File: src/design/http_chunked_body_decoder_unit_assert.svh
// Assertion macros shared by the chunked body decoder modules.
`ifndef HTTP_CHUNKED_BODY_DECODER_UNIT_ASSERT_SVH
`define HTTP_CHUNKED_BODY_DECODER_UNIT_ASSERT_SVH
`ifndef ASSERT_OFF
// Same-cycle implication, checked outside reset.
`define HCBD_ASSERT_NOW(lbl, ant, con) \
  lbl: assert property (@(posedge clk) disable iff (rst) (ant) |-> (con)) \
    else $error("hcbd assertion failed");
// Next-cycle implication, checked outside reset.
`define HCBD_ASSERT_NEXT(lbl, ant, con) \
  lbl: assert property (@(posedge clk) disable iff (rst) (ant) |=> (con)) \
    else $error("hcbd assertion failed");
`else
`define HCBD_ASSERT_NOW(lbl, ant, con)
`define HCBD_ASSERT_NEXT(lbl, ant, con)
`endif
`endif

File: src/design/hcbd_pkg.sv
// Shared types and constants of the chunked body decoder.
package hcbd_pkg;

  // Result kinds
  localparam logic [2:0] KIND_DATA       = 3'd0;
  localparam logic [2:0] KIND_COMPLETE   = 3'd1;
  localparam logic [2:0] KIND_INCOMPLETE = 3'd2;
  localparam logic [2:0] KIND_BADSIZE    = 3'd3;
  localparam logic [2:0] KIND_OVERFLOW   = 3'd4;
  localparam logic [2:0] KIND_NOCRLF     = 3'd5;

  // Characters of the framing
  localparam logic [7:0] CH_CR   = 8'h0D;
  localparam logic [7:0] CH_LF   = 8'h0A;
  localparam logic [7:0] CH_SEMI = 8'h3B;

  // Result queue between front and back
  localparam int QUEUE_DEPTH = 4;
  localparam int QPTR_W      = 2;

  // Everything one body byte produces: an optional data byte, then an optional status
  typedef struct packed {
    logic        has_data;
    logic [7:0]  data;
    logic        has_status;
    logic [2:0]  status_kind;
    logic [31:0] consumed;
  } rec_t;

endpackage

File: src/design/hcbd_if.sv
// Valid/ready channel interfaces for body bytes and decoder results.
interface hcbd_in_if;
  logic       valid;
  logic       ready;
  logic [7:0] data_byte;
  logic       end_of_buffer;
  modport source (output valid, input ready, output data_byte, output end_of_buffer);
  modport sink (input valid, output ready, input data_byte, input end_of_buffer);
endinterface

interface hcbd_out_if;
  logic        valid;
  logic        ready;
  logic [2:0]  kind;
  logic [7:0]  data_out;
  logic [31:0] consumed;
  logic        last;
  modport source (output valid, input ready, output kind, output data_out,
                  output consumed, output last);
  modport sink (input valid, output ready, input kind, input data_out,
                input consumed, input last);
endinterface

File: src/design/http_chunked_body_decoder_unit.sv
// Top level of the HTTP/1.1 chunked body decoder.
// Usage:
//   body   : one raw body byte per beat, end_of_buffer marks the last byte of a buffer.
//   result : one result per beat; kind 0 carries a decoded byte in data_out, kinds 1..5
//            report complete (with consumed), incomplete, bad size, overflow, missing CRLF.
//            last is set on the final result that a body byte causes.
//   cfg_wr_en / cfg_wr_data write emit_data; write only while the decoder is idle.
// Timing: a byte is parsed in the cycle it is accepted; its record is written into the
//   record queue and from there loaded into the output register, where it can be taken.
//   One byte per cycle is taken while the queue has room; a byte that gives both a data
//   byte and a status needs two output beats, which the four-entry record queue absorbs.
//   The parser's state update sets the rate.
// Reset: parser re-armed at a size line start, queue empty, emit_data set.
// Stall: when result is not taken the queue fills and body.ready drops once it holds
//   four records; no result is dropped or repeated.
module http_chunked_body_decoder_unit #(
  parameter int CHUNK_SIZE_BITS = 32,
  parameter int COUNT_BITS      = 32
) (
  input  logic        clk,
  input  logic        rst,
  input  logic        cfg_wr_en,
  input  logic        cfg_wr_data,
  hcbd_in_if.sink     body,
  hcbd_out_if.source  result
);

  logic           emit_data;
  logic           push, pop, full, head_valid;
  hcbd_pkg::rec_t push_rec, head_rec;

  // Configuration register
  always_ff @(posedge clk) begin
    if (rst) begin
      emit_data <= 1'b1;
    end else if (cfg_wr_en) begin
      emit_data <= cfg_wr_data;
    end
  end

  hcbd_front #(
    .CHUNK_SIZE_BITS (CHUNK_SIZE_BITS),
    .COUNT_BITS      (COUNT_BITS)
  ) u_front (
    .clk       (clk),
    .rst       (rst),
    .emit_data (emit_data),
    .body      (body),
    .q_full    (full),
    .push      (push),
    .push_rec  (push_rec)
  );

  hcbd_queue u_queue (
    .clk        (clk),
    .rst        (rst),
    .push       (push),
    .push_rec   (push_rec),
    .pop        (pop),
    .head_valid (head_valid),
    .head_rec   (head_rec),
    .full       (full)
  );

  hcbd_back u_back (
    .clk        (clk),
    .rst        (rst),
    .head_valid (head_valid),
    .head_rec   (head_rec),
    .pop        (pop),
    .result     (result)
  );

endmodule

File: src/design/hcbd_front.sv
// Front part: accepts body bytes, runs the chunk framing parser, forms result records.
`include "http_chunked_body_decoder_unit_assert.svh"
module hcbd_front #(
  parameter int CHUNK_SIZE_BITS = 32,
  parameter int COUNT_BITS      = 32
) (
  input  logic                clk,
  input  logic                rst,
  input  logic                emit_data,
  hcbd_in_if.sink             body,
  input  logic                q_full,
  output logic                push,
  output hcbd_pkg::rec_t      push_rec
);

  localparam logic [2:0] PH_SIZE  = 3'd0;
  localparam logic [2:0] PH_EXT   = 3'd1;
  localparam logic [2:0] PH_DATA  = 3'd2;
  localparam logic [2:0] PH_DCR   = 3'd3;
  localparam logic [2:0] PH_DLF   = 3'd4;
  localparam logic [2:0] PH_TRAIL = 3'd5;
  localparam logic [2:0] PH_DONE  = 3'd6;
  localparam logic [2:0] PH_FAIL  = 3'd7;

  logic [2:0]                 phase, phase_next;
  logic                       cr_pending, cr_pending_next;
  logic                       line_nonempty, line_nonempty_next;
  logic [CHUNK_SIZE_BITS-1:0] chunk_count, chunk_count_next;
  logic [COUNT_BITS-1:0]      consumed_count, consumed_inc;
  logic [COUNT_BITS+31:0]     consumed_ext;
  logic [31:0]                consumed_sat;

  logic       accept, active, emit, oc_valid, incomplete;
  logic [2:0] oc_kind;
  logic [7:0] b;
  logic       is_hex;
  logic [3:0] hex_val;

  assign body.ready = !q_full;
  assign accept     = body.valid && body.ready;
  assign b          = body.data_byte;
  assign active     = (phase != PH_DONE) && (phase != PH_FAIL);

  // Decode a hex digit
  always_comb begin
    is_hex  = 1'b1;
    hex_val = 4'd0;
    if (b >= 8'h30 && b <= 8'h39) begin
      hex_val = 4'(b - 8'h30);
    end else if (b >= 8'h61 && b <= 8'h66) begin
      hex_val = 4'(b - 8'h57);
    end else if (b >= 8'h41 && b <= 8'h46) begin
      hex_val = 4'(b - 8'h37);
    end else begin
      is_hex = 1'b0;
    end
  end

  // Saturating byte count, clipped to 32 bits for the report
  assign consumed_inc = (consumed_count == {COUNT_BITS{1'b1}}) ? consumed_count
                                                               : consumed_count + 1'b1;
  assign consumed_ext = (COUNT_BITS + 32)'(consumed_inc);
  assign consumed_sat = (consumed_ext > (COUNT_BITS + 32)'(32'hFFFF_FFFF)) ? 32'hFFFF_FFFF
                                                                           : consumed_ext[31:0];

  // Framing parser: one byte per step
  always_comb begin
    phase_next         = phase;
    cr_pending_next    = cr_pending;
    line_nonempty_next = line_nonempty;
    chunk_count_next   = chunk_count;
    emit               = 1'b0;
    oc_valid           = 1'b0;
    oc_kind            = hcbd_pkg::KIND_BADSIZE;
    case (phase)
      PH_SIZE: begin
        if (cr_pending) begin
          cr_pending_next = 1'b0;
          if (b == hcbd_pkg::CH_LF && line_nonempty) begin
            line_nonempty_next = 1'b0;
            phase_next = (chunk_count == '0) ? PH_TRAIL : PH_DATA;
          end else begin
            oc_valid = 1'b1;
          end
        end else if (is_hex) begin
          if (chunk_count[CHUNK_SIZE_BITS-1 -: 4] != 4'd0) begin
            oc_valid = 1'b1;
            oc_kind  = hcbd_pkg::KIND_OVERFLOW;
          end else begin
            chunk_count_next   = {chunk_count[CHUNK_SIZE_BITS-5:0], hex_val};
            line_nonempty_next = 1'b1;
          end
        end else if (b == hcbd_pkg::CH_SEMI) begin
          if (line_nonempty) begin
            phase_next = PH_EXT;
          end else begin
            oc_valid = 1'b1;
          end
        end else if (b == hcbd_pkg::CH_CR) begin
          cr_pending_next = 1'b1;
        end else begin
          oc_valid = 1'b1;
        end
      end
      PH_EXT: begin
        if (b == hcbd_pkg::CH_LF && cr_pending) begin
          cr_pending_next    = 1'b0;
          line_nonempty_next = 1'b0;
          phase_next = (chunk_count == '0) ? PH_TRAIL : PH_DATA;
        end else begin
          cr_pending_next = (b == hcbd_pkg::CH_CR);
        end
      end
      PH_DATA: begin
        emit             = 1'b1;
        chunk_count_next = chunk_count - CHUNK_SIZE_BITS'(1);
        if (chunk_count == CHUNK_SIZE_BITS'(1)) begin
          phase_next = PH_DCR;
        end
      end
      PH_DCR: begin
        if (b != hcbd_pkg::CH_CR) begin
          oc_valid = 1'b1;
          oc_kind  = hcbd_pkg::KIND_NOCRLF;
        end else begin
          phase_next = PH_DLF;
        end
      end
      PH_DLF: begin
        if (b != hcbd_pkg::CH_LF) begin
          oc_valid = 1'b1;
          oc_kind  = hcbd_pkg::KIND_NOCRLF;
        end else begin
          phase_next         = PH_SIZE;
          chunk_count_next   = '0;
          line_nonempty_next = 1'b0;
          cr_pending_next    = 1'b0;
        end
      end
      PH_TRAIL: begin
        if (b == hcbd_pkg::CH_LF) begin
          if (cr_pending) begin
            if (!line_nonempty) begin
              oc_valid = 1'b1;
              oc_kind  = hcbd_pkg::KIND_COMPLETE;
            end else begin
              line_nonempty_next = 1'b0;
              cr_pending_next    = 1'b0;
            end
          end else begin
            line_nonempty_next = 1'b1;
          end
        end else if (b == hcbd_pkg::CH_CR) begin
          if (cr_pending) begin
            line_nonempty_next = 1'b1;
          end
          cr_pending_next = 1'b1;
        end else begin
          line_nonempty_next = 1'b1;
          cr_pending_next    = 1'b0;
        end
      end
      default: begin
      end
    endcase
  end

  assign incomplete = body.end_of_buffer && active && !oc_valid;

  // Form the record for this beat
  always_comb begin
    push_rec.has_data    = active && emit && emit_data;
    push_rec.data        = b;
    push_rec.has_status  = active && (oc_valid || body.end_of_buffer);
    push_rec.status_kind = oc_valid ? oc_kind : hcbd_pkg::KIND_INCOMPLETE;
    push_rec.consumed    = (oc_valid && oc_kind == hcbd_pkg::KIND_COMPLETE) ? consumed_sat
                                                                            : 32'd0;
    push = accept && (push_rec.has_data || push_rec.has_status);
  end

  // Advance the parser state; re-arm at the end of a buffer
  always_ff @(posedge clk) begin
    if (rst) begin
      phase          <= PH_SIZE;
      cr_pending     <= 1'b0;
      line_nonempty  <= 1'b0;
      chunk_count    <= '0;
      consumed_count <= '0;
    end else if (accept) begin
      if (body.end_of_buffer) begin
        phase          <= PH_SIZE;
        cr_pending     <= 1'b0;
        line_nonempty  <= 1'b0;
        chunk_count    <= '0;
        consumed_count <= '0;
      end else if (active) begin
        cr_pending     <= cr_pending_next;
        line_nonempty  <= line_nonempty_next;
        chunk_count    <= chunk_count_next;
        consumed_count <= consumed_inc;
        if (oc_valid) begin
          phase <= (oc_kind == hcbd_pkg::KIND_COMPLETE) ? PH_DONE : PH_FAIL;
        end else begin
          phase <= phase_next;
        end
      end
    end
  end

  // A decided buffer yields nothing more
  `HCBD_ASSERT_NOW(a_quiet_after_outcome, !active, !push)
  // An undecided buffer end always reports
  `HCBD_ASSERT_NOW(a_incomplete_pushed, accept && incomplete, push && push_rec.has_status)

endmodule

File: src/design/hcbd_queue.sv
// Short record queue that decouples the parser from the output stage.
`include "http_chunked_body_decoder_unit_assert.svh"
module hcbd_queue (
  input  logic           clk,
  input  logic           rst,
  input  logic           push,
  input  hcbd_pkg::rec_t push_rec,
  input  logic           pop,
  output logic           head_valid,
  output hcbd_pkg::rec_t head_rec,
  output logic           full
);

  hcbd_pkg::rec_t                 entries [hcbd_pkg::QUEUE_DEPTH];
  logic [hcbd_pkg::QPTR_W-1:0]    wr_ptr, rd_ptr;
  logic [hcbd_pkg::QPTR_W:0]      count;

  assign full       = (count == (hcbd_pkg::QPTR_W + 1)'(hcbd_pkg::QUEUE_DEPTH));
  assign head_valid = (count != '0);
  assign head_rec   = entries[rd_ptr];

  // Store records
  always_ff @(posedge clk) begin
    if (push) begin
      entries[wr_ptr] <= push_rec;
    end
  end

  // Advance pointers and fill level
  always_ff @(posedge clk) begin
    if (rst) begin
      wr_ptr <= '0;
      rd_ptr <= '0;
      count  <= '0;
    end else begin
      if (push) begin
        wr_ptr <= wr_ptr + 1'b1;
      end
      if (pop) begin
        rd_ptr <= rd_ptr + 1'b1;
      end
      case ({push, pop})
        2'b10:   count <= count + 1'b1;
        2'b01:   count <= count - 1'b1;
        default: count <= count;
      endcase
    end
  end

  `HCBD_ASSERT_NOW(a_no_overrun, full, !push)
  `HCBD_ASSERT_NOW(a_no_underrun, !head_valid, !pop)

endmodule

File: src/design/hcbd_back.sv
// Back part: unpacks queued records into single result beats on the output channel.
`include "http_chunked_body_decoder_unit_assert.svh"
module hcbd_back (
  input  logic           clk,
  input  logic           rst,
  input  logic           head_valid,
  input  hcbd_pkg::rec_t head_rec,
  output logic           pop,
  hcbd_out_if.source     result
);

  logic        out_valid;
  logic [2:0]  out_kind;
  logic [7:0]  out_data;
  logic [31:0] out_consumed;
  logic        out_last;
  logic        pending;
  logic [2:0]  pend_kind;
  logic [31:0] pend_consumed;
  logic        load;

  assign load = !out_valid || result.ready;
  assign pop  = load && !pending && head_valid;

  assign result.valid    = out_valid;
  assign result.kind     = out_kind;
  assign result.data_out = out_data;
  assign result.consumed = out_consumed;
  assign result.last     = out_last;

  // Hold status behind its data beat
  always_ff @(posedge clk) begin
    if (pop) begin
      pend_kind     <= head_rec.status_kind;
      pend_consumed <= head_rec.consumed;
    end
  end

  // Output register
  always_ff @(posedge clk) begin
    if (rst) begin
      out_valid <= 1'b0;
      pending   <= 1'b0;
    end else if (load) begin
      if (pending) begin
        out_valid <= 1'b1;
        pending   <= 1'b0;
      end else begin
        out_valid <= head_valid;
        pending   <= head_valid && head_rec.has_data && head_rec.has_status;
      end
    end
  end

  always_ff @(posedge clk) begin
    if (load) begin
      if (pending) begin
        out_kind     <= pend_kind;
        out_data     <= 8'd0;
        out_consumed <= pend_consumed;
        out_last     <= 1'b1;
      end else if (head_rec.has_data) begin
        out_kind     <= hcbd_pkg::KIND_DATA;
        out_data     <= head_rec.data;
        out_consumed <= 32'd0;
        out_last     <= !head_rec.has_status;
      end else begin
        out_kind     <= head_rec.status_kind;
        out_data     <= 8'd0;
        out_consumed <= head_rec.consumed;
        out_last     <= 1'b1;
      end
    end
  end

  `HCBD_ASSERT_NOW(a_split_has_status, out_valid && !out_last, pending)
  `HCBD_ASSERT_NOW(a_status_is_last, out_valid && out_kind != hcbd_pkg::KIND_DATA, out_last)
  `HCBD_ASSERT_NEXT(a_status_follows, pending && result.ready, out_valid && out_last)

endmodule
File: src/flat_wrapper.sv
// flat-port wrapper written by rule: the top's interface ports become plain ports
module http_chunked_body_decoder_unit_flat 
#(
  parameter int CHUNK_SIZE_BITS = 32,
  parameter int COUNT_BITS      = 32
)
  (clk, rst, cfg_wr_en, cfg_wr_data, body_valid, body_ready, body_data_byte, body_end_of_buffer, result_valid, result_ready, result_kind, result_data_out, result_consumed, result_last);
  hcbd_in_if body_i ();
  hcbd_out_if result_i ();
  input  logic clk;
  input  logic rst;
  input  logic cfg_wr_en;
  input  logic cfg_wr_data;
  input wire logic [$bits(body_i.valid)-1:0] body_valid;
  output wire logic [$bits(body_i.ready)-1:0] body_ready;
  input wire logic [$bits(body_i.data_byte)-1:0] body_data_byte;
  input wire logic [$bits(body_i.end_of_buffer)-1:0] body_end_of_buffer;
  output wire logic [$bits(result_i.valid)-1:0] result_valid;
  input wire logic [$bits(result_i.ready)-1:0] result_ready;
  output wire logic [$bits(result_i.kind)-1:0] result_kind;
  output wire logic [$bits(result_i.data_out)-1:0] result_data_out;
  output wire logic [$bits(result_i.consumed)-1:0] result_consumed;
  output wire logic [$bits(result_i.last)-1:0] result_last;
  assign body_i.valid = body_valid;
  assign body_ready = body_i.ready;
  assign body_i.data_byte = body_data_byte;
  assign body_i.end_of_buffer = body_end_of_buffer;
  assign result_valid = result_i.valid;
  assign result_i.ready = result_ready;
  assign result_kind = result_i.kind;
  assign result_data_out = result_i.data_out;
  assign result_consumed = result_i.consumed;
  assign result_last = result_i.last;
  http_chunked_body_decoder_unit #(.CHUNK_SIZE_BITS(CHUNK_SIZE_BITS), .COUNT_BITS(COUNT_BITS)) u_core (.clk(clk), .rst(rst), .cfg_wr_en(cfg_wr_en), .cfg_wr_data(cfg_wr_data), .body(body_i), .result(result_i));
endmodule
File: config.mk
export PLATFORM = sky130hd
export DESIGN_NAME = http_chunked_body_decoder_unit_flat
export DESIGN_NICKNAME = d
export VERILOG_FILES = /design/src/design/hcbd_pkg.sv /design/src/design/hcbd_if.sv /design/src/design/http_chunked_body_decoder_unit.sv /design/src/design/hcbd_front.sv /design/src/design/hcbd_queue.sv /design/src/design/hcbd_back.sv /design/src/flat_wrapper.sv
export VERILOG_INCLUDE_DIRS = /design/src /design/src/design
export SDC_FILE = /design/constraint.sdc
export NUM_CORES = 1
export LEC_CHECK = 0
export BUFFER_PORTS_ARGS = -buffer_cell sky130_fd_sc_hd__buf_2
export CAP_MARGIN = 20
export CORE_MARGIN = 3
export CORE_UTILIZATION = 49
export CTS_CLUSTER_DIAMETER = 30
export DETAILED_ROUTE_END_ITERATION = 12
export HOLD_SLACK_MARGIN = 0.15
export PLACE_DENSITY = 0.71
export SLEW_MARGIN = 25
export SYNTH_ARGS = -nofsm -noshare
export SYNTH_HDL_FRONTEND = slang
export SYNTH_SLANG_ARGS = --single-unit
File: constraint.sdc
create_clock -name clk -period 5.25 [get_ports clk]
set_input_delay 0.2625 -clock clk [delete_from_list [all_inputs] [get_ports clk]]
set_output_delay 0.2625 -clock clk [all_outputs]
set_load 0.01 [all_outputs]
Word level (Yosys, flattened, before mapping)
Memory sizes are Yosys's and may differ from the RTL's. A register that Yosys moved wholly into a read port is not among the register bits.
Index checks and enable logic that the tools add are counted.
{ "word_totals": {"regBits": 158, "mem_bits_rw": 180, "input_bits": 15, "out_inout_bits": 46, "elab_cells": 197, "n_memories": 1} }
{ "memory_table": {"columns": ["memory", "depth", "word_bits", "read_ports", "rd_ports_with_merged_regs", "write_ports", "line_no", "rtl"], "rows": [
  ["u_core.u_queue.entries", 4, 45, 1, 1, 1, "hcbd_queue.sv:14", "hcbd_pkg::rec_t entries [hcbd_pkg::QUEUE_DEPTH];"]
]} }
{ "op_classes": {"add_sub_neg": 9, "magnitude_cmp": 7, "n_eq_ne": 35, "muxes": 89, "bitwise_logic": 1, "reduce_logical": 38} }
{ "op_table": {"columns": ["op", "n"], "rows": [
  ["32-bit 2-to-1 mux", 13],
  ["32-bit one-hot mux with 3 select lines", 1],
  ["3-bit 2-to-1 mux", 21],
  ["1-bit 2-to-1 mux", 40],
  ["32-bit by 1-bit adder with 32-bit output (second input constant)", 1],
  ["32-bit by 1-bit == test with 1-bit output (second input constant)", 1],
  ["32-bit == test (second input constant)", 1],
  ["32-bit > comparator (second input constant)", 1],
  ["32-bit zero test", 1],
  ["32-bit by 1-bit subtractor with 32-bit output (second input constant)", 1],
  ["4-bit != test (second input constant)", 7],
  ["5-bit != test (second input constant)", 5],
  ["3-bit != test (second input constant)", 7],
  ["8-bit by 4-bit == test with 1-bit output (second input constant)", 2],
  ["8-bit by 7-bit greater-or-equal comparator with 1-bit output (second input constant)", 2],
  ["8-bit by 7-bit <= comparator with 1-bit output (second input constant)", 2],
  ["1-bit logical AND", 16],
  ["8-bit by 4-bit != test with 1-bit output (second input constant)", 2],
  ["3-bit one-hot mux with 5 select lines", 1],
  ["4-bit 2-to-1 mux", 3],
  ["1-bit one-hot mux with 4 select lines", 3],
  ["3-bit one-hot mux with 4 select lines", 1],
  ["11-bit AND reduction", 1],
  ["2-bit 2-to-1 mux", 5],
  ["other kinds (28)", 41]
]} }

Depth between registers and ports, before layout
Gate-level depths: netlist of the first run.
{ "depth": {"depth_word": 14, "depth_mapped": 14, "depth_no_buf": 14} }

Hierarchy
A second synthesis of the first run with hierarchy kept.
{ "unflattened": {"cells_unflattened": 1158, "hier_area_um2": 15099.5} }
{ "by_module_without_submodules": {"columns": ["mod", "instances", "cells_each", "area_each_um2", "seq_area_each_um2"], "rows": [
  ["hcbd_queue", 1, 278, 6980.4, 5585.4],
  ["hcbd_front", 1, 732, 5147.4, 1381.3],
  ["hcbd_back", 1, 145, 2936.6, 2412.3],
  ["http_chunked_body_decoder_unit", 1, 3, 35.0, 20.0]
]} }

Worst setup path before layout of the first run
Ideal clock, no wire load.
{ "synth_path": {"path_type": "register to register", "start": "register u_core.u_back.pending", "end": "register u_core.u_queue.count[2] (netlist bit)", "setup_ns": 0.071, "arrival_ns": 4.629, "required_time_ns": 5.179, "setup_slack_ns": 0.550, "stages_incl_launch_ff": 9, "n_path_buf": 1, "period_less_slack_ns": 4.700, "path_cell_list": "dfxtp_1 clkbuf_1 nor3_1 ha_1 inv_1 fa_1 xor2_1 or3_1 a21oi_1"} }
{ "synth_via": {"elab_chain_len": 5, "word_cells_on_any_way": 7, "classes_between": "eq/ne: 2; mux: 1; reduce/logical: 4"} }
{ "synth_lines": {"columns": ["element", "line_no", "rtl"], "rows": [
  ["start: declaration", "hcbd_back.sv:17", "logic pending;"],
  ["start signal: assignment", "hcbd_back.sv:50", "pending <= head_valid && head_rec.has_data && head_rec.has_status;"],
  ["1-bit zero test (*)", "hcbd_back.sv:23", "assign pop = load && !pending && head_valid;"],
  ["1-bit logical AND (*) (2 in a row)", "hcbd_back.sv:23", null],
  ["via u_core.pop", "http_chunked_body_decoder_unit.sv:29", "logic push, pop, full, head_valid;"],
  ["2-bit by 1-bit == test with 1-bit output or 2-bit == test (tied branches)", "hcbd_queue.sv:42", "case ({push, pop})"],
  ["3-bit one-hot mux with 2 select lines or 2-bit nonzero test (tied branches)", null, null],
  ["end signal: assignment", "hcbd_queue.sv:43", "2'b10: count <= count + 1'b1;"],
  ["end signal: assignment", "hcbd_queue.sv:44", "2'b01: count <= count - 1'b1;"],
  ["end signal: assignment", "hcbd_queue.sv:45", "default: count <= count;"],
  ["end: declaration", "hcbd_queue.sv:16", "logic [hcbd_pkg::QPTR_W:0] count;"]
]} }
Mark *: on every way through the listed nets, which the timed path passes. The rest lies on a longest branch.
A chain may end at the register's enable or synchronous reset.

Final worst setup path of the first run
{ "layout_path": {"start": "input body_data_byte[1]", "end": "register u_core.u_queue.count[2] (netlist bit)"} }
{ "layout_via": {"elab_chain_len": 14, "word_cells_on_any_way": 35, "classes_between": "order compare: 6; eq/ne: 7; mux: 13; reduce/logical: 9"} }
{ "layout_lines": {"columns": ["element", "line_no", "rtl"], "rows": [
  ["start: declaration", "flat_wrapper.sv:16", "input wire logic [$bits(body_i.data_byte)-1:0] body_data_byte;"],
  ["8-bit by 7-bit greater-or-equal comparator with 1-bit output or 8-bit by 7-bit <= comparator with 1-bit output (tied branches)", "hcbd_front.sv:52", "end else if (b >= 8'h41 && b <= 8'h46) begin"],
  ["1-bit logical AND", "hcbd_front.sv:52", null],
  ["1-bit 2-to-1 mux", "hcbd_front.sv:52", null],
  ["1-bit 2-to-1 mux", "hcbd_front.sv:50", "end else if (b >= 8'h61 && b <= 8'h66) begin"],
  ["1-bit 2-to-1 mux", "hcbd_front.sv:48", "if (b >= 8'h30 && b <= 8'h39) begin"],
  ["1-bit 2-to-1 mux", "hcbd_front.sv:85", "end else if (is_hex) begin"],
  ["1-bit 2-to-1 mux", "hcbd_front.sv:77", "if (cr_pending) begin"],
  ["1-bit one-hot mux with 4 select lines (*)", "hcbd_front.sv:75", "case (phase)"],
  ["1-bit logical OR (*)", "hcbd_front.sv:174", "push_rec.has_status = active && (oc_valid || body.end_of_buffer);"],
  ["1-bit logical AND (*)", "hcbd_front.sv:174", null],
  ["1-bit logical OR (*)", "hcbd_front.sv:178", "push = accept && (push_rec.has_data || push_rec.has_status);"],
  ["1-bit logical AND (*)", "hcbd_front.sv:178", null],
  ["2-bit by 1-bit == test with 1-bit output or 2-bit == test (tied branches)", "hcbd_queue.sv:42", null],
  ["3-bit one-hot mux with 2 select lines or 2-bit nonzero test (tied branches)", null, null]
]} }
Every way passes the cells marked *; elsewhere a longest branch is shown, timed or not.

==> reports/results.txt, run 1 <==
Derived from the worst setup path, the maximum achievable clock frequency is 263 MHz. Routed via count divided by cell count: 5.99. The number of endpoints with negative hold slack in the final report is 0, and the power per cell area is 566 nW/um2. The library cell used most frequently in the layout, excluding fill and tap cells, is sky130_fd_sc_hd__edfxtp_1. The via count of the routed design came out at 10620. By area, the combinational part of the netlist is dominated by simple AND/OR/NAND/NOR gates.

The run gives 1258 as the number of cells produced by synthesis. The leakage power is 6.46 nW. The clock slew at the register clock pins of the worst setup and hold paths was 0.05 ns. The share of final-layout standard cells stronger than drive strength 1 was 0.186; the maximum net fanout on the critical path was 10. Buffers added to address setup during post-CTS repair amount to 0. The floorplan has 64 rows. Setup violations remaining at the end of the flow were counted as 0. The transition at the pin with the smallest max-transition slack came out at 0.962 ns.

Across the VDD grid, the largest voltage drop is 0.322 mV. At the end of routability-driven placement, the weighted congestion stood at 0.859. The logs give 0.288 for the global routing usage on met1 and 0.338 for the met2 capacity usage during global routing. For this design the top-level I/O count stands at 61. After floorplanning, the core was sized to cover 30700 um2. At the placement stage, the worst setup path has a slack of 1.56 ns. After routing the design area is 18400 um2.

The first global-routing pass estimated 56.3 mm of wire. The final critical-path share of the clock period is 0.724, and the met3 routing resource usage after global routing is 0.0456. The synthesized-area fraction occupied by adder cells was 0.0111; the critical path required time was 5.73 ns.

The cell area after synthesis is 15300 um2. The floorplan step defined a die boundary enclosing 33300 um2. STA classifies the critical path startpoint as an input pin. Once placement finished, the instance area stood at 15900 um2.

Relative to the synthesized area, the layout overhead comes to 20.3%. The run gives 0 as the antenna diode count. HPWL reported at the end of detailed placement: 20.6 mm. Walking the worst path, the cells encountered are dlygate4sd3_1, buf_2, inv_1, ha_1, nor3b_1, a311oi_2, o211ai_1, nand4_2, o31a_1, inv_1, ha_1, inv_1, fa_1, xor2_1, or3_1, a21oi_1.

The worst path meets setup with 1.45 ns of slack. The tools report the number of buffers added by the clock tree synthesis step as 66. The layer flagged by global routing as most heavily used is met2. The logs give 0 for the number of antenna violations at the first check in global routing and 0.0325 ns for the worst clock skew.

The via count of the first global-routing pass is 10390, and the synthesis warning total is 0. The slowest stage cell on the critical path was sky130_fd_sc_hd__dlygate4sd3_1. For the max-capacitance violation count, the log shows 0.

TritonCTS built the clock tree. The logs give 35.0 mm for the total length of routed wires and 0.359 for the worst slew margin relative to its limit. Clock latency on the worst-skew pair, taken at its later pin, is 0.57 ns. The first TritonRoute pass finished after 5 iterations. The critical path is of the in2reg type.

After synthesis the netlist holds a flip-flop and latch count of 340. The vertical extent of the die is 183 um, and the mean area per synthesized cell is 12.1 um2. The number of H-tree levels came out at 3.

The share of the synthesized area in compound gates (AO/OA/AOI/OAI) is 0.111, and the setup TNS is 0 ns. The stage delay of the slowest cell on the critical path is 0.52 ns. The count of routing violations after the opening detailed-route iteration is 874. The tree is rooted in a sky130_fd_sc_hd__clkbuf_16. The logs give 0 for the total congestion overflow and 1355 for the number of nets in the final layout. The most numerous cell on the critical path was sky130_fd_sc_hd__inv_1.

When the netlist entered floorplanning its net count stood at 1286. Yosys mapped a number of flops with a built-in enable equal to 259. The maximum root-to-sink buffer count came out at 3.

The core occupancy in the finished layout is 0.599, and the chip width is 183 um. Data on the critical path arrives at its endpoint at 4.29 ns. After detailed routing, the number of remaining DRC violations is 0. Setup repair after global routing left no endpoint under its margin.

Leaving out fill and tap cells, the most frequent cells in the layout are sky130_fd_sc_hd__edfxtp_1, sky130_fd_sc_hd__nand2_1, sky130_fd_sc_hd__o21ai_0. The classification of the worst-slack hold path was in2reg. The xor and xnor fraction of the mapped netlist area is 0.0258.

The mux cell area share after synthesis came out at 0.0716. Overall routing resource usage: 0.210. The fraction of registers with async set or reset after synthesis is 0, and the post-synthesis sequential area ratio is 0.615.

The final-layout fill cell count was 2338; the largest net degree at the start of global routing was 75. For the final-layout worst hold slack, the log shows 0.340 ns. The most used flip-flop cell after synthesis is sky130_fd_sc_hd__edfxtp_1.

The run finished with clean final reports. CTS saw 340 sinks. The number of antenna-violating nets in the routed design is 0. The final count of pins violating max slew is 0, and the simple logic cell fraction of the synthesized area is 0.136. The tools report the capturing element type of the critical path as a register. The netlist uses 82 different library cells.

The average wire per standard cell came out at 19.8 um. Port buffering added 60 buffers. The shortest clock period the worst path allows after layout is 3.80 ns, and the initial core utilization is 0.498.
==> cells by family (layout without fill, tap and decap cells) <==
family	Yosys count	count (layout)
AO/OA/AOI/OAI	274	274
XOR/XNOR	45	45
flip-flops	340	340
buffers and inverters	115	234
adder cells (fa/ha/maj)	13	13
multiplexers	54	54
AND/OR/NAND/NOR	417	417
==> timing repair <==
item | 4_1_cts | 5_1_grt
hold buffers | 11 | 0
hold endpoints to repair | 35 | 0
gates resized for setup | 0 | 0
==> per-layer routing <==
metal  up-vias  routed length (um)
met3        59                2430
li1       4927                   -
met4         0                 660
met5         -                   0
met1      5233               14900
met2       401               17000
==> registers in the layout (all words and copies together), names as in the netlist, 2 cells and up, named ones only <==
signal and flops:
u_core.u_front.consumed_count 32, u_core.u_back.result.consumed 32, u_core.u_back.result.kind 3, u_core.u_front.phase 3
u_core.u_back.pend_consumed 32, u_core.u_back.result.data_out 8, u_core.u_queue.entries 180, u_core.u_queue.count 3
u_core.u_queue.rd_ptr 2, u_core.u_front.chunk_count 32, u_core.u_queue.wr_ptr 2, u_core.u_back.pend_kind 3
==> critical path: cells and delay by family <==
kind,cells,cell delay (ns)
buffers and inverters,5,0.98
adders and majority gates,3,0.81
and+or+nand+nor,3,0.98
xor gates and xnor gates,1,0.16
AOI/OAI and AO/OA,4,1.08
==> synthesized netlist by cell type (6+ instances only) <==
| library cell | n | area share |
|---|---|---|
| sky130_fd_sc_hd__or4_1 | 9 | 0.0044 |
| sky130_fd_sc_hd__nand2_1 | 148 | 0.036 |
| sky130_fd_sc_hd__a31oi_1 | 18 | 0.0074 |
| sky130_fd_sc_hd__and3_1 | 14 | 0.0057 |
| sky130_fd_sc_hd__o22ai_1 | 9 | 0.0037 |
| sky130_fd_sc_hd__a21oi_1 | 74 | 0.024 |
| sky130_fd_sc_hd__xor2_1 | 29 | 0.017 |
| sky130_fd_sc_hd__a32oi_1 | 6 | 0.0034 |
| sky130_fd_sc_hd__nor4_1 | 11 | 0.0045 |
| sky130_fd_sc_hd__nor2b_1 | 11 | 0.0045 |
| sky130_fd_sc_hd__inv_1 | 27 | 0.0066 |
| sky130_fd_sc_hd__nor3_1 | 24 | 0.0079 |
| sky130_fd_sc_hd__dfxtp_1 | 81 | 0.11 |
| sky130_fd_sc_hd__mux4_2 | 44 | 0.065 |
| sky130_fd_sc_hd__edfxtp_1 | 259 | 0.51 |
| sky130_fd_sc_hd__o21ai_0 | 92 | 0.030 |
| sky130_fd_sc_hd__clkbuf_1 | 68 | 0.017 |
| sky130_fd_sc_hd__ha_1 | 12 | 0.0098 |
| sky130_fd_sc_hd__nor2_1 | 77 | 0.019 |
| sky130_fd_sc_hd__nand4_1 | 19 | 0.0078 |
| sky130_fd_sc_hd__and4_1 | 7 | 0.0040 |
| sky130_fd_sc_hd__mux2i_1 | 8 | 0.0052 |
| sky130_fd_sc_hd__xnor2_1 | 16 | 0.0092 |
| sky130_fd_sc_hd__nand3_1 | 35 | 0.011 |
| sky130_fd_sc_hd__buf_2 | 11 | 0.0036 |
| sky130_fd_sc_hd__and2_1 | 8 | 0.0033 |
| sky130_fd_sc_hd__or3_1 | 26 | 0.011 |
| sky130_fd_sc_hd__a41oi_1 | 9 | 0.0052 |
| sky130_fd_sc_hd__buf_1 | 7 | 0.0017 |
==> cell type report <==
cell class | count | area (um2) | share of cell area
clock buffers | 74 | 1720 | 0.0937
clock inverters | 44 | 666 | 0.0362
inverters | 28 | 105 | 0.00572
multi-input cells | 803 | 5450 | 0.297
flip-flops and latches | 340 | 9400 | 0.512
well taps | 396 | 495 | 0.0270
repair buffers | 88 | 538 | 0.0293
==> power by group <==
group          internal, mW  leakage, nW  switching, mW
registers              3.60         3.23          0.227
clock network          3.03         1.17           1.44
logic                 0.806         2.06           1.31
==> through the flow <==
step,power [mW],cells
after floorplan,5.31,1258
after global placement,5.86,1644
after detailed placement,5.92,1644
after CTS,10.5,1773
after global routing,10.9,1773
final,10.4,1773
==> final timing paths <==
| path | startpoint | end | slack, ns | depth (start not counted) |
|---|---|---|---|---|
| min | body_valid | u_core.u_queue.wr_ptr[1] | 0.34 | 4 |
| min reg2reg | u_core.u_queue.wr_ptr[1] | u_core.u_queue.wr_ptr[1] | 0.50 | 2 |
| max reg2reg | u_core.u_front.phase[2] | u_core.u_queue.count[2] | 1.51 | 12 |
| max | body_data_byte[1] | u_core.u_queue.count[2] | 1.45 | 16 |
No activity file was read; power rests on OpenSTA's default activity.
==> run 2, diff against run 1 <==
ABC_AREA = 1   (was not set)
PLACE_DENSITY = 0.73   (was 0.71)
clock period = 3.4 ns   (was 5.25 ns; I/O delays follow)
==> run 2 against run 1 <==
  * Routed wire length increased by 7.3%
  * Cell count increased by 22%
  * Non-clock buffer count increased by 10
  * Clock power increased by 62%
==> reports/results.txt, run 2 <==
Routed via count divided by cell count: 5.66 (was 5.99). For the total length of routed wires, the log shows 37.6 mm (was 35.0 mm). The weighted congestion at the end of routability-driven global placement is 0.903 (was 0.859). The die area is 34300 um2 (was 33300 um2). Commonest cells after routing, fill and taps aside: sky130_fd_sc_hd__nand2_1, sky130_fd_sc_hd__edfxtp_1, sky130_fd_sc_hd__nor2_1 (was sky130_fd_sc_hd__edfxtp_1, sky130_fd_sc_hd__nand2_1, sky130_fd_sc_hd__o21ai_0). The total area of multi-input combinational cells is 5510 um2 (was 5450 um2).

The mux cell area share after synthesis came out at 0 (was 0.0716). The fraction of registers with async set or reset after synthesis is 0 (unchanged), and the number of core rows is 64 (unchanged). The tools report the root buffer selected by CTS as sky130_fd_sc_hd__clkbuf_16 (unchanged). Final-layout fill cell count: 2436 (was 2338). Clock slew at the register clock pins of the worst setup and hold paths: 0.05 ns (about the same). The count of input and output buffers is 60 (unchanged), and the via count of the first global-routing pass is 11835 (was 10390). Setup repair after global routing left no endpoint under its margin. The largest net degree at the start of global routing was 91 (was 75); the top cell type's share of synthesized area was 0.495 (was 0.509). The cell class contributing the biggest share of worst-path delay is buffers and inverters (was compound AO/OA/AOI/OAI gates). The critical path depth in cells was 21 (was 16). The xor and xnor fraction of the mapped netlist area is 0.0178 (was 0.0258), and the clock latency of the later-clocked register in the worst-skew pair is 0.58 ns (was 0.57 ns).

The buffer and inverter count on the worst path works out to 6 (was 5). The transition at the pin with the smallest max-transition slack is 0.870 ns (was 0.962 ns), and the post-synthesis sequential area ratio is 0.598 (was 0.615). The classification of the worst-slack hold path was in2reg (unchanged). Ranking of synthesized cells by area: sky130_fd_sc_hd__edfxtp_1, sky130_fd_sc_hd__dfxtp_1, sky130_fd_sc_hd__nand2_1, sky130_fd_sc_hd__nor2_1, sky130_fd_sc_hd__o21ai_0 (was sky130_fd_sc_hd__edfxtp_1, sky130_fd_sc_hd__dfxtp_1, sky130_fd_sc_hd__mux4_2, sky130_fd_sc_hd__nand2_1, sky130_fd_sc_hd__o21ai_0). The max-capacitance violation count is 0 (unchanged), and the number of top-level pins is 61 (unchanged). The flow ran to the end, and the final reports show no timing, DRC or antenna violations. The run gives 31100 um2 (was 30700 um2) as the floorplan core area.

The most frequently used flop master after synthesis was sky130_fd_sc_hd__edfxtp_1 (unchanged). The run gives 0.466 mV (was 0.322 mV) as the maximum resistive drop on vdd. Average wire per standard cell: 17.4 um (was 19.8 um).

The beginning of the worst hold path was body_valid (unchanged). The run gives 0.506 (was 0.498) as the initial core utilization. The register name with the most flops is u_core.u_queue.entries (unchanged). The number of antenna violations at the first check in global routing came out at 0 (unchanged). For the number of H-tree levels, the log shows 3 (unchanged). Most instantiated cells after synthesis: sky130_fd_sc_hd__nand2_1, sky130_fd_sc_hd__edfxtp_1, sky130_fd_sc_hd__nor2_1, sky130_fd_sc_hd__o21ai_0, sky130_fd_sc_hd__a21oi_1 (was sky130_fd_sc_hd__edfxtp_1, sky130_fd_sc_hd__nand2_1, sky130_fd_sc_hd__o21ai_0, sky130_fd_sc_hd__dfxtp_1, sky130_fd_sc_hd__nor2_1). The synthesized-area fraction occupied by adder cells was 0.0108 (was 0.0111); the data arrival time of the critical path was 3.45 ns (was 4.29 ns). The count of hold buffers inserted by post-cts repair was 14 (was 11). The register-to-register path setup slack was 0.58 ns (was 1.51 ns). The total of cells resized after clock tree synthesis was 0 (unchanged). For the final count of pins violating max slew, the log shows 0 (unchanged).

The leakage power came out at 7.35 nW (was 6.46 nW). The total congestion overflow was 0 (unchanged). Vertical extent of the die: 185 um (was 183 um). TritonCTS built the clock tree.

The mean area per synthesized cell was 9.71 um2 (was 12.1 um2). Slowest stage cell on the critical path: sky130_fd_sc_hd__dlygate4sd3_1 (unchanged). The post-placement setup slack is 0.422 ns (was 1.56 ns). The number of flip-flops and latches in the synthesized netlist was 340 (unchanged); the number of sinks handled by clock tree synthesis was 340 (unchanged). The tools report the overall routing resource usage as 0.220 (was 0.210). The detailed-routing iteration count for the pre-antenna-repair pass was 8 (was 5); the maximum root-to-sink buffer count was 3 (unchanged).

The growth of design area from synthesis to finish is 21.5% (was 20.3%), and the combined flip-flop and latch cell area is 9400 um2 (about the same). The cell area after synthesis was 15700 um2 (was 15300 um2). The launch instance of the worst register-to-register path is u_core.u_front.phase[1] (was u_core.u_front.phase[2]). The top cell type by total area after synthesis is sky130_fd_sc_hd__edfxtp_1 (unchanged). Core occupancy in the finished layout: 0.614 (was 0.599). The first-pass GRT wire length was 60.9 mm (was 56.3 mm). For the worst slew margin relative to its limit, the log shows 0.420 (was 0.359).

The simple logic cell fraction of the synthesized area was 0.177 (was 0.136); the critical path required time was 3.84 ns (was 5.73 ns). Type of the worst setup path: in2reg (unchanged). The worst reg2reg path endpoint was u_core.u_queue.count[2] (unchanged). The logs give 0.388 ns (was 1.45 ns) for the smallest setup slack after layout and 0 (unchanged) for the post-CTS setup repair buffer count.

The smallest clock period supported by the final layout is computed as 3.01 ns. Number of antenna-violating nets in the routed design: 0 (unchanged). Cell-by-cell listing of the critical path: dlygate4sd3_1, buf_2, inv_1, ha_1, nand3_1, nor2_2, inv_2, a21oi_1, nand2_2, inv_2, nand3_1, nand2_1, nand2_2, nand2_2, ha_1, inv_1, fa_1, a21oi_1, o21ai_0, o21ai_0, a21oi_1 (was dlygate4sd3_1, buf_2, inv_1, ha_1, nor3b_1, a311oi_2, o211ai_1, nand4_2, o31a_1, inv_1, ha_1, inv_1, fa_1, xor2_1, or3_1, a21oi_1). Cell with the most instances after synthesis: sky130_fd_sc_hd__nand2_1 (was sky130_fd_sc_hd__edfxtp_1). The tools report the remaining routing DRC violations as 0 (unchanged). The worst reg-to-reg path cell count is 18 (was 12).

The source of the critical timing path is body_data_byte[1] (unchanged). The maximum net fanout on the critical path is 8 (was 10). The final critical-path share of the clock period is 0.886, and the count of different cell masters after synthesis is 49 (was 82). The tools report the capturing element type of the critical path as a register (unchanged). The run gives 1646 (was 1286) as the net count after synthesis. The tools report the via count of the routed design as 12266 (was 10620).

The tools report the number of endpoints with negative hold slack in the final report as 0 (unchanged). The number of buffers added by the clock tree synthesis step was 71 (was 66). The tools report the last element of the critical path as u_core.u_queue.count[2] (unchanged). The total instance count after detailed placement came out at 2020 (was 1644). The combinational family with the most area after synthesis was simple AND/OR/NAND/NOR gates (unchanged). The power per cell area is 966 nW/um2 (was 566 nW/um2), and the worst clock skew is 0.0356 ns (was 0.0325 ns). The share of the synthesized area in compound gates (AO/OA/AOI/OAI) was 0.142 (was 0.111). The count of flip-flops with a built-in enable after synthesis was 259 (unchanged); the number of nets in the final layout was 1739 (was 1355). The number of cells produced by synthesis is 1618 (was 1258). The most frequent standard cell in the layout excluding fill and tap cells was sky130_fd_sc_hd__nand2_1 (was sky130_fd_sc_hd__edfxtp_1).

The HPWL reported at the end of detailed placement was 23.0 mm (was 20.6 mm). The chip width was 185 um (was 183 um). The tools report the launching element type of the critical path as an input pin (unchanged). The timing-limited maximum frequency is 332 MHz.

For the synthesis warning total, the log shows 0 (unchanged). The share of final-layout standard cells stronger than drive strength 1 was 0.151 (was 0.186); the number of failing setup endpoints in the final timing report was 0 (unchanged). The flip-flop count of the largest register after layout was 180 (unchanged); the stage delay of the slowest cell on the critical path was 0.56 ns (was 0.52 ns).

The number of non-filler instances in the completed layout is 2166 (was 1773), and the count of routing violations after the opening detailed-route iteration is 1126 (was 874).
[run 2: changes by cell type after synthesis, sizes merged, moves of 29 or more]
cell	delta
o21ai	+57
nand2	+137
nand3	+36
nor2	+157
a21oi	+61
inv	+94
mux4	-44
a22o	+33
o22ai	+29
[run 2: metrics by stage]
step                power (mW)  hold slack [ns]  instance area [um2]  setup TNS, ns
floorplan                 9.73            0.269                15700         -61.62
finish                    18.4            0.239                19100              0
detailed placement        11.2            0.375                16400              0
global route              19.5            0.263                19100              0
CTS                       18.5            0.211                19100              0
global placement          11.0            0.371                16400              0
[run 2: logic make-up after synthesis]
| logic type | count (synthesis) |
|---|---|
| AOI/OAI and AO/OA | 388 |
| xor gates and xnor gates | 32 |
| adders and majority gates | 13 |
| buffers and inverters | 202 |
| DFF | 340 |
| and+or+nand+nor | 643 |
[run 2: power breakdown]
| part | total, mW | internal [mW] | switching [mW] |
|---|---|---|---|
| sequential | 6.19 | 5.81 | 0.375 |
| combinational | 5.00 | 1.56 | 3.44 |
| clock | 7.26 | 4.94 | 2.32 |
| total | 18.4 | 12.3 | 6.14 |
[run 2: worst min-delay path by stage]
| stage | to | slack [ns] | cells after the start |
|---|---|---|---|
| after global placement | u_core.emit_data | 0.37 | 2 |
| after detailed placement | u_core.emit_data | 0.38 | 2 |
| final | u_core.u_queue.wr_ptr[1] | 0.24 | 5 |
| after CTS | u_core.u_queue.wr_ptr[1] | 0.21 | 5 |
| after floorplan | u_core.u_queue.entries[0][36] | 0.27 | 0 |
| after global routing | u_core.u_front.line_nonempty | 0.26 | 5 |
[run 2: cell type report]
| cell class | count | area share |
|---|---|---|
| Antenna cell | 1 | 0.000131 |
| Clock buffer | 87 | 0.0973 |
| Clock inverter | 44 | 0.0374 |
| Inverter | 124 | 0.0245 |
| Multi-Input combinational cell | 1076 | 0.289 |
| Sequential cell | 340 | 0.492 |
| Tap cell | 396 | 0.0260 |
| Timing Repair Buffer | 98 | 0.0338 |
[run 2: worst reg2reg max path, delay by kind of cell, from the launching register on]
family | cells | cell delay, ns
and+or+nand+nor | 8 | 0.83
AOI/OAI and AO/OA | 5 | 0.61
adders and majority gates | 2 | 0.53
DFF | 1 | 0.48
buffers and inverters | 3 | 0.22
[run 2: routing by layer]
metal / vias to the layer above / routed length, um / global-route usage / part of all wire
li1: 5849 / - / - / -
met1: 5820 / 16400 / 0.309 / 0.44
met2: 513 / 17700 / 0.351 / 0.47
met3: 84 / 2640 / 0.0353 / 0.070
met4: 0 / 884 / 0.0783 / 0.024
met5: - / 0 / 0 / 0
==> run 3, diff against run 2 <==
ABC_AREA = not set   (was 1)
SETUP_SLACK_MARGIN = 0.5   (was not set)
==> run 3 against run 2 <==
  * Via count shrank 12%
  * Global-route usage shrank 1.6 points
  * Fmax grew 4.2%
  * Sequential share of layout area grew 1.5 points
  * Final area shrank 2.9%
  * Sequential power shrank 5.3%
  * Die area shrank 2.7%
  * Critical endpoint unchanged
==> reports/results.txt, run 3 (synthesis gave the netlist of run 1 again) <==
The logs give 33300 um2 (was 34300 um2) for the die area and 1387 (was 1739) for the number of nets in the final layout. For the count of routing violations after the opening detailed-route iteration, the log shows 1036 (was 1126). The final critical-path share of the clock period was 0.851 (was 0.886). The power per cell area was 830 nW/um2 (was 966 nW/um2); the average wire per standard cell was 18.9 um (was 17.4 um). For the detailed-routing iteration count for the pre-antenna-repair pass, the log shows 5 (was 8). The maximum net fanout on the critical path is 5 (was 8).

The run gives 0 (unchanged) as the number of antenna-violating nets in the routed design. The number of top-level pins was 61 (unchanged); the number of antenna violations at the first check in global routing was 0 (unchanged). The clock latency of the later-clocked register in the worst-skew pair is 0.60 ns (was 0.58 ns).

The combined flip-flop and latch cell area is 9410 um2 (was 9400 um2), and the vertical extent of the die is 183 um (was 185 um). The worst reg2reg path endpoint is u_core.u_queue.count[2] (unchanged). The routed via count divided by cell count works out to 5.94 (was 5.66). The tools report the final-layout fill cell count as 2274 (was 2436). Source of the critical timing path: u_core.u_front.chunk_count[28] (was body_data_byte[1]). The worst clock skew is 0.0663 ns (was 0.0356 ns). The initial core utilization is 0.498 (was 0.506). The run finished with clean final reports. The number of core rows was 64 (unchanged); the clock slew at the register clock pins of the worst setup and hold paths was 0.05 ns (about the same).

The tools report the root buffer selected by CTS as sky130_fd_sc_hd__clkbuf_16 (unchanged). The logs give 30700 um2 (was 31100 um2) for the floorplan core area and 0.51 ns (was 0.58 ns) for the register-to-register path setup slack. The launching element type of the critical path is a register (was an input pin). The flip-flop count of the largest register after layout was 180 (unchanged). TritonCTS built the clock tree. Weighted congestion at the end of routability-driven global placement: 0.893 (was 0.903). Remaining routing DRC violations: 0 (unchanged).

The share of final-layout standard cells stronger than drive strength 1 works out to 0.213 (was 0.151). The number of H-tree levels came out at 2 (was 3). The first-pass GRT wire length came out at 55.4 mm (was 60.9 mm). The cell count of the worst hold path came out at 5 (unchanged).

Most frequent standard cell in the layout excluding fill and tap cells: sky130_fd_sc_hd__edfxtp_1 (was sky130_fd_sc_hd__nand2_1). The logs give 34.1 mm (was 37.6 mm) for the total length of routed wires and 0.508 ns (was 0.388 ns) for the smallest setup slack after layout. The post-placement setup slack is 0.0715 ns (was 0.422 ns), and the total congestion overflow is 0 (unchanged). The beginning of the worst hold path was body_valid (unchanged).

Setup repair after global routing could not meet its margin everywhere. The growth of design area from synthesis to finish came out at 21.3% (was 21.5%). The tools report the maximum resistive drop on vdd as 0.518 mV (was 0.466 mV). The core occupancy in the finished layout is 0.604 (was 0.614). The max-capacitance violation count is 0 (unchanged). The register name with the most flops is u_core.u_queue.entries (unchanged). Number of endpoints with negative hold slack in the final report: 0 (unchanged). The tools report the capturing element type of the critical path as a register (unchanged).

The largest net degree at the start of global routing was 74 (was 91); the chip width was 183 um (was 185 um). The tools report the overall routing resource usage as 0.204 (was 0.220). The via count of the first global-routing pass is 10514 (was 11835), and the leakage power is 6.51 nW (was 7.35 nW). The count of input and output buffers was 60 (unchanged); the timing-limited maximum frequency was 346 MHz (was 332 MHz). The maximum root-to-sink buffer count came out at 3 (unchanged). The shortest clock period the worst path allows after layout is 2.89 ns (was 3.01 ns). The logs give 5490 um2 (was 5510 um2) for the total area of multi-input combinational cells and 10733 (was 12266) for the via count of the routed design. Commonest cells after routing, fill and taps aside: sky130_fd_sc_hd__edfxtp_1, sky130_fd_sc_hd__nand2_1, sky130_fd_sc_hd__o21ai_0 (was sky130_fd_sc_hd__nand2_1, sky130_fd_sc_hd__edfxtp_1, sky130_fd_sc_hd__nor2_1). The worst reg-to-reg path cell count is 11 (was 18), and the number of buffers added by the clock tree synthesis step is 61 (was 71). The logs give 20.9 mm (was 23.0 mm) for the HPWL reported at the end of detailed placement and 0 ns (unchanged) for the setup TNS.

Type of the worst setup path: reg2reg (was in2reg). The launch instance of the worst register-to-register path was u_core.u_front.chunk_count[28] (was u_core.u_front.phase[1]). The run gives 0 (was 1) as the antenna diode count. The run gives 0.484 (was 0.420) as the worst slew margin relative to its limit.

The critical path required time was 3.93 ns (was 3.84 ns); the transition at the pin with the smallest max-transition slack was 0.772 ns (was 0.870 ns). For the number of sinks handled by clock tree synthesis, the log shows 340 (unchanged). The hold path endpoint is u_core.u_front.consumed_count[6] (was u_core.u_queue.wr_ptr[1]). The run gives 0 (unchanged) as the number of failing setup endpoints in the final timing report. The data arrival time of the critical path came out at 3.43 ns (was 3.45 ns). The classification of the worst-slack hold path is in2reg (unchanged). The final count of pins violating max slew was 0 (unchanged).
[run 3: area by class of cell]
class	count	share of cell area
clock buffer	63	0.0833
clock inverter	53	0.0329
inverter	28	0.00567
sequential	340	0.508
multi-input combinational	803	0.296
tap	396	0.0267
timing repair buffer	125	0.0477
[run 3: worst max-delay path by stage]
stage,end,cells after the start
final,u_core.u_queue.count[2],11
after global routing,u_core.u_queue.count[2],11
after CTS,u_core.u_queue.count[2],12
after detailed placement,u_core.u_queue.count[2],13
after global placement,u_core.u_queue.count[2],13
after floorplan,u_core.u_queue.count[2],12
[run 3: critical path: stages (launching register included)]
cell and delay (ns):
sky130_fd_sc_hd__dfxtp_4 0.35, sky130_fd_sc_hd__or4_4 0.54, sky130_fd_sc_hd__o211ai_1 0.16, sky130_fd_sc_hd__nand4_2 0.16, sky130_fd_sc_hd__o31a_1 0.35, sky130_fd_sc_hd__inv_1 0.09
sky130_fd_sc_hd__ha_2 0.18, sky130_fd_sc_hd__inv_1 0.05, sky130_fd_sc_hd__fa_2 0.33, sky130_fd_sc_hd__xor2_1 0.15, sky130_fd_sc_hd__or3_1 0.36, sky130_fd_sc_hd__a21oi_2 0.12
[run 3: stage by stage]
stage,hold WS (ns),instance area [um2],power (mW),cells
after floorplan,0.269,15300,8.18,1258
after global placement,0.393,16200,9.16,1675
after detailed placement,0.414,16200,9.27,1675
after CTS,0.219,18500,15.4,1804
after global routing,0.250,18500,16.1,1808
final,0.237,18500,15.4,1808
[run 3: routing by layer]
layer,up-vias,track usage,routed length (um)
met5,-,0,0
met4,0,0.0719,905
met3,76,0.0335,2280
met2,448,0.334,16500
met1,5212,0.279,14400
li1,4997,-,-
[run 3: power breakdown]
part           switching, mW  internal [mW]  total (mW)
sequential             0.313           5.55        5.86
clock                   2.30           3.81        6.10
combinational           2.04           1.38        3.42
total                   4.65           10.7        15.4
[run 3: timing repair]
item,in CTS,in global routing
resized for setup,0,16
hold endpoints to repair,57,0
setup buffers,0,4
endpoints found under the setup margin,1,144
pin swaps,0,4
hold buffers,13,0
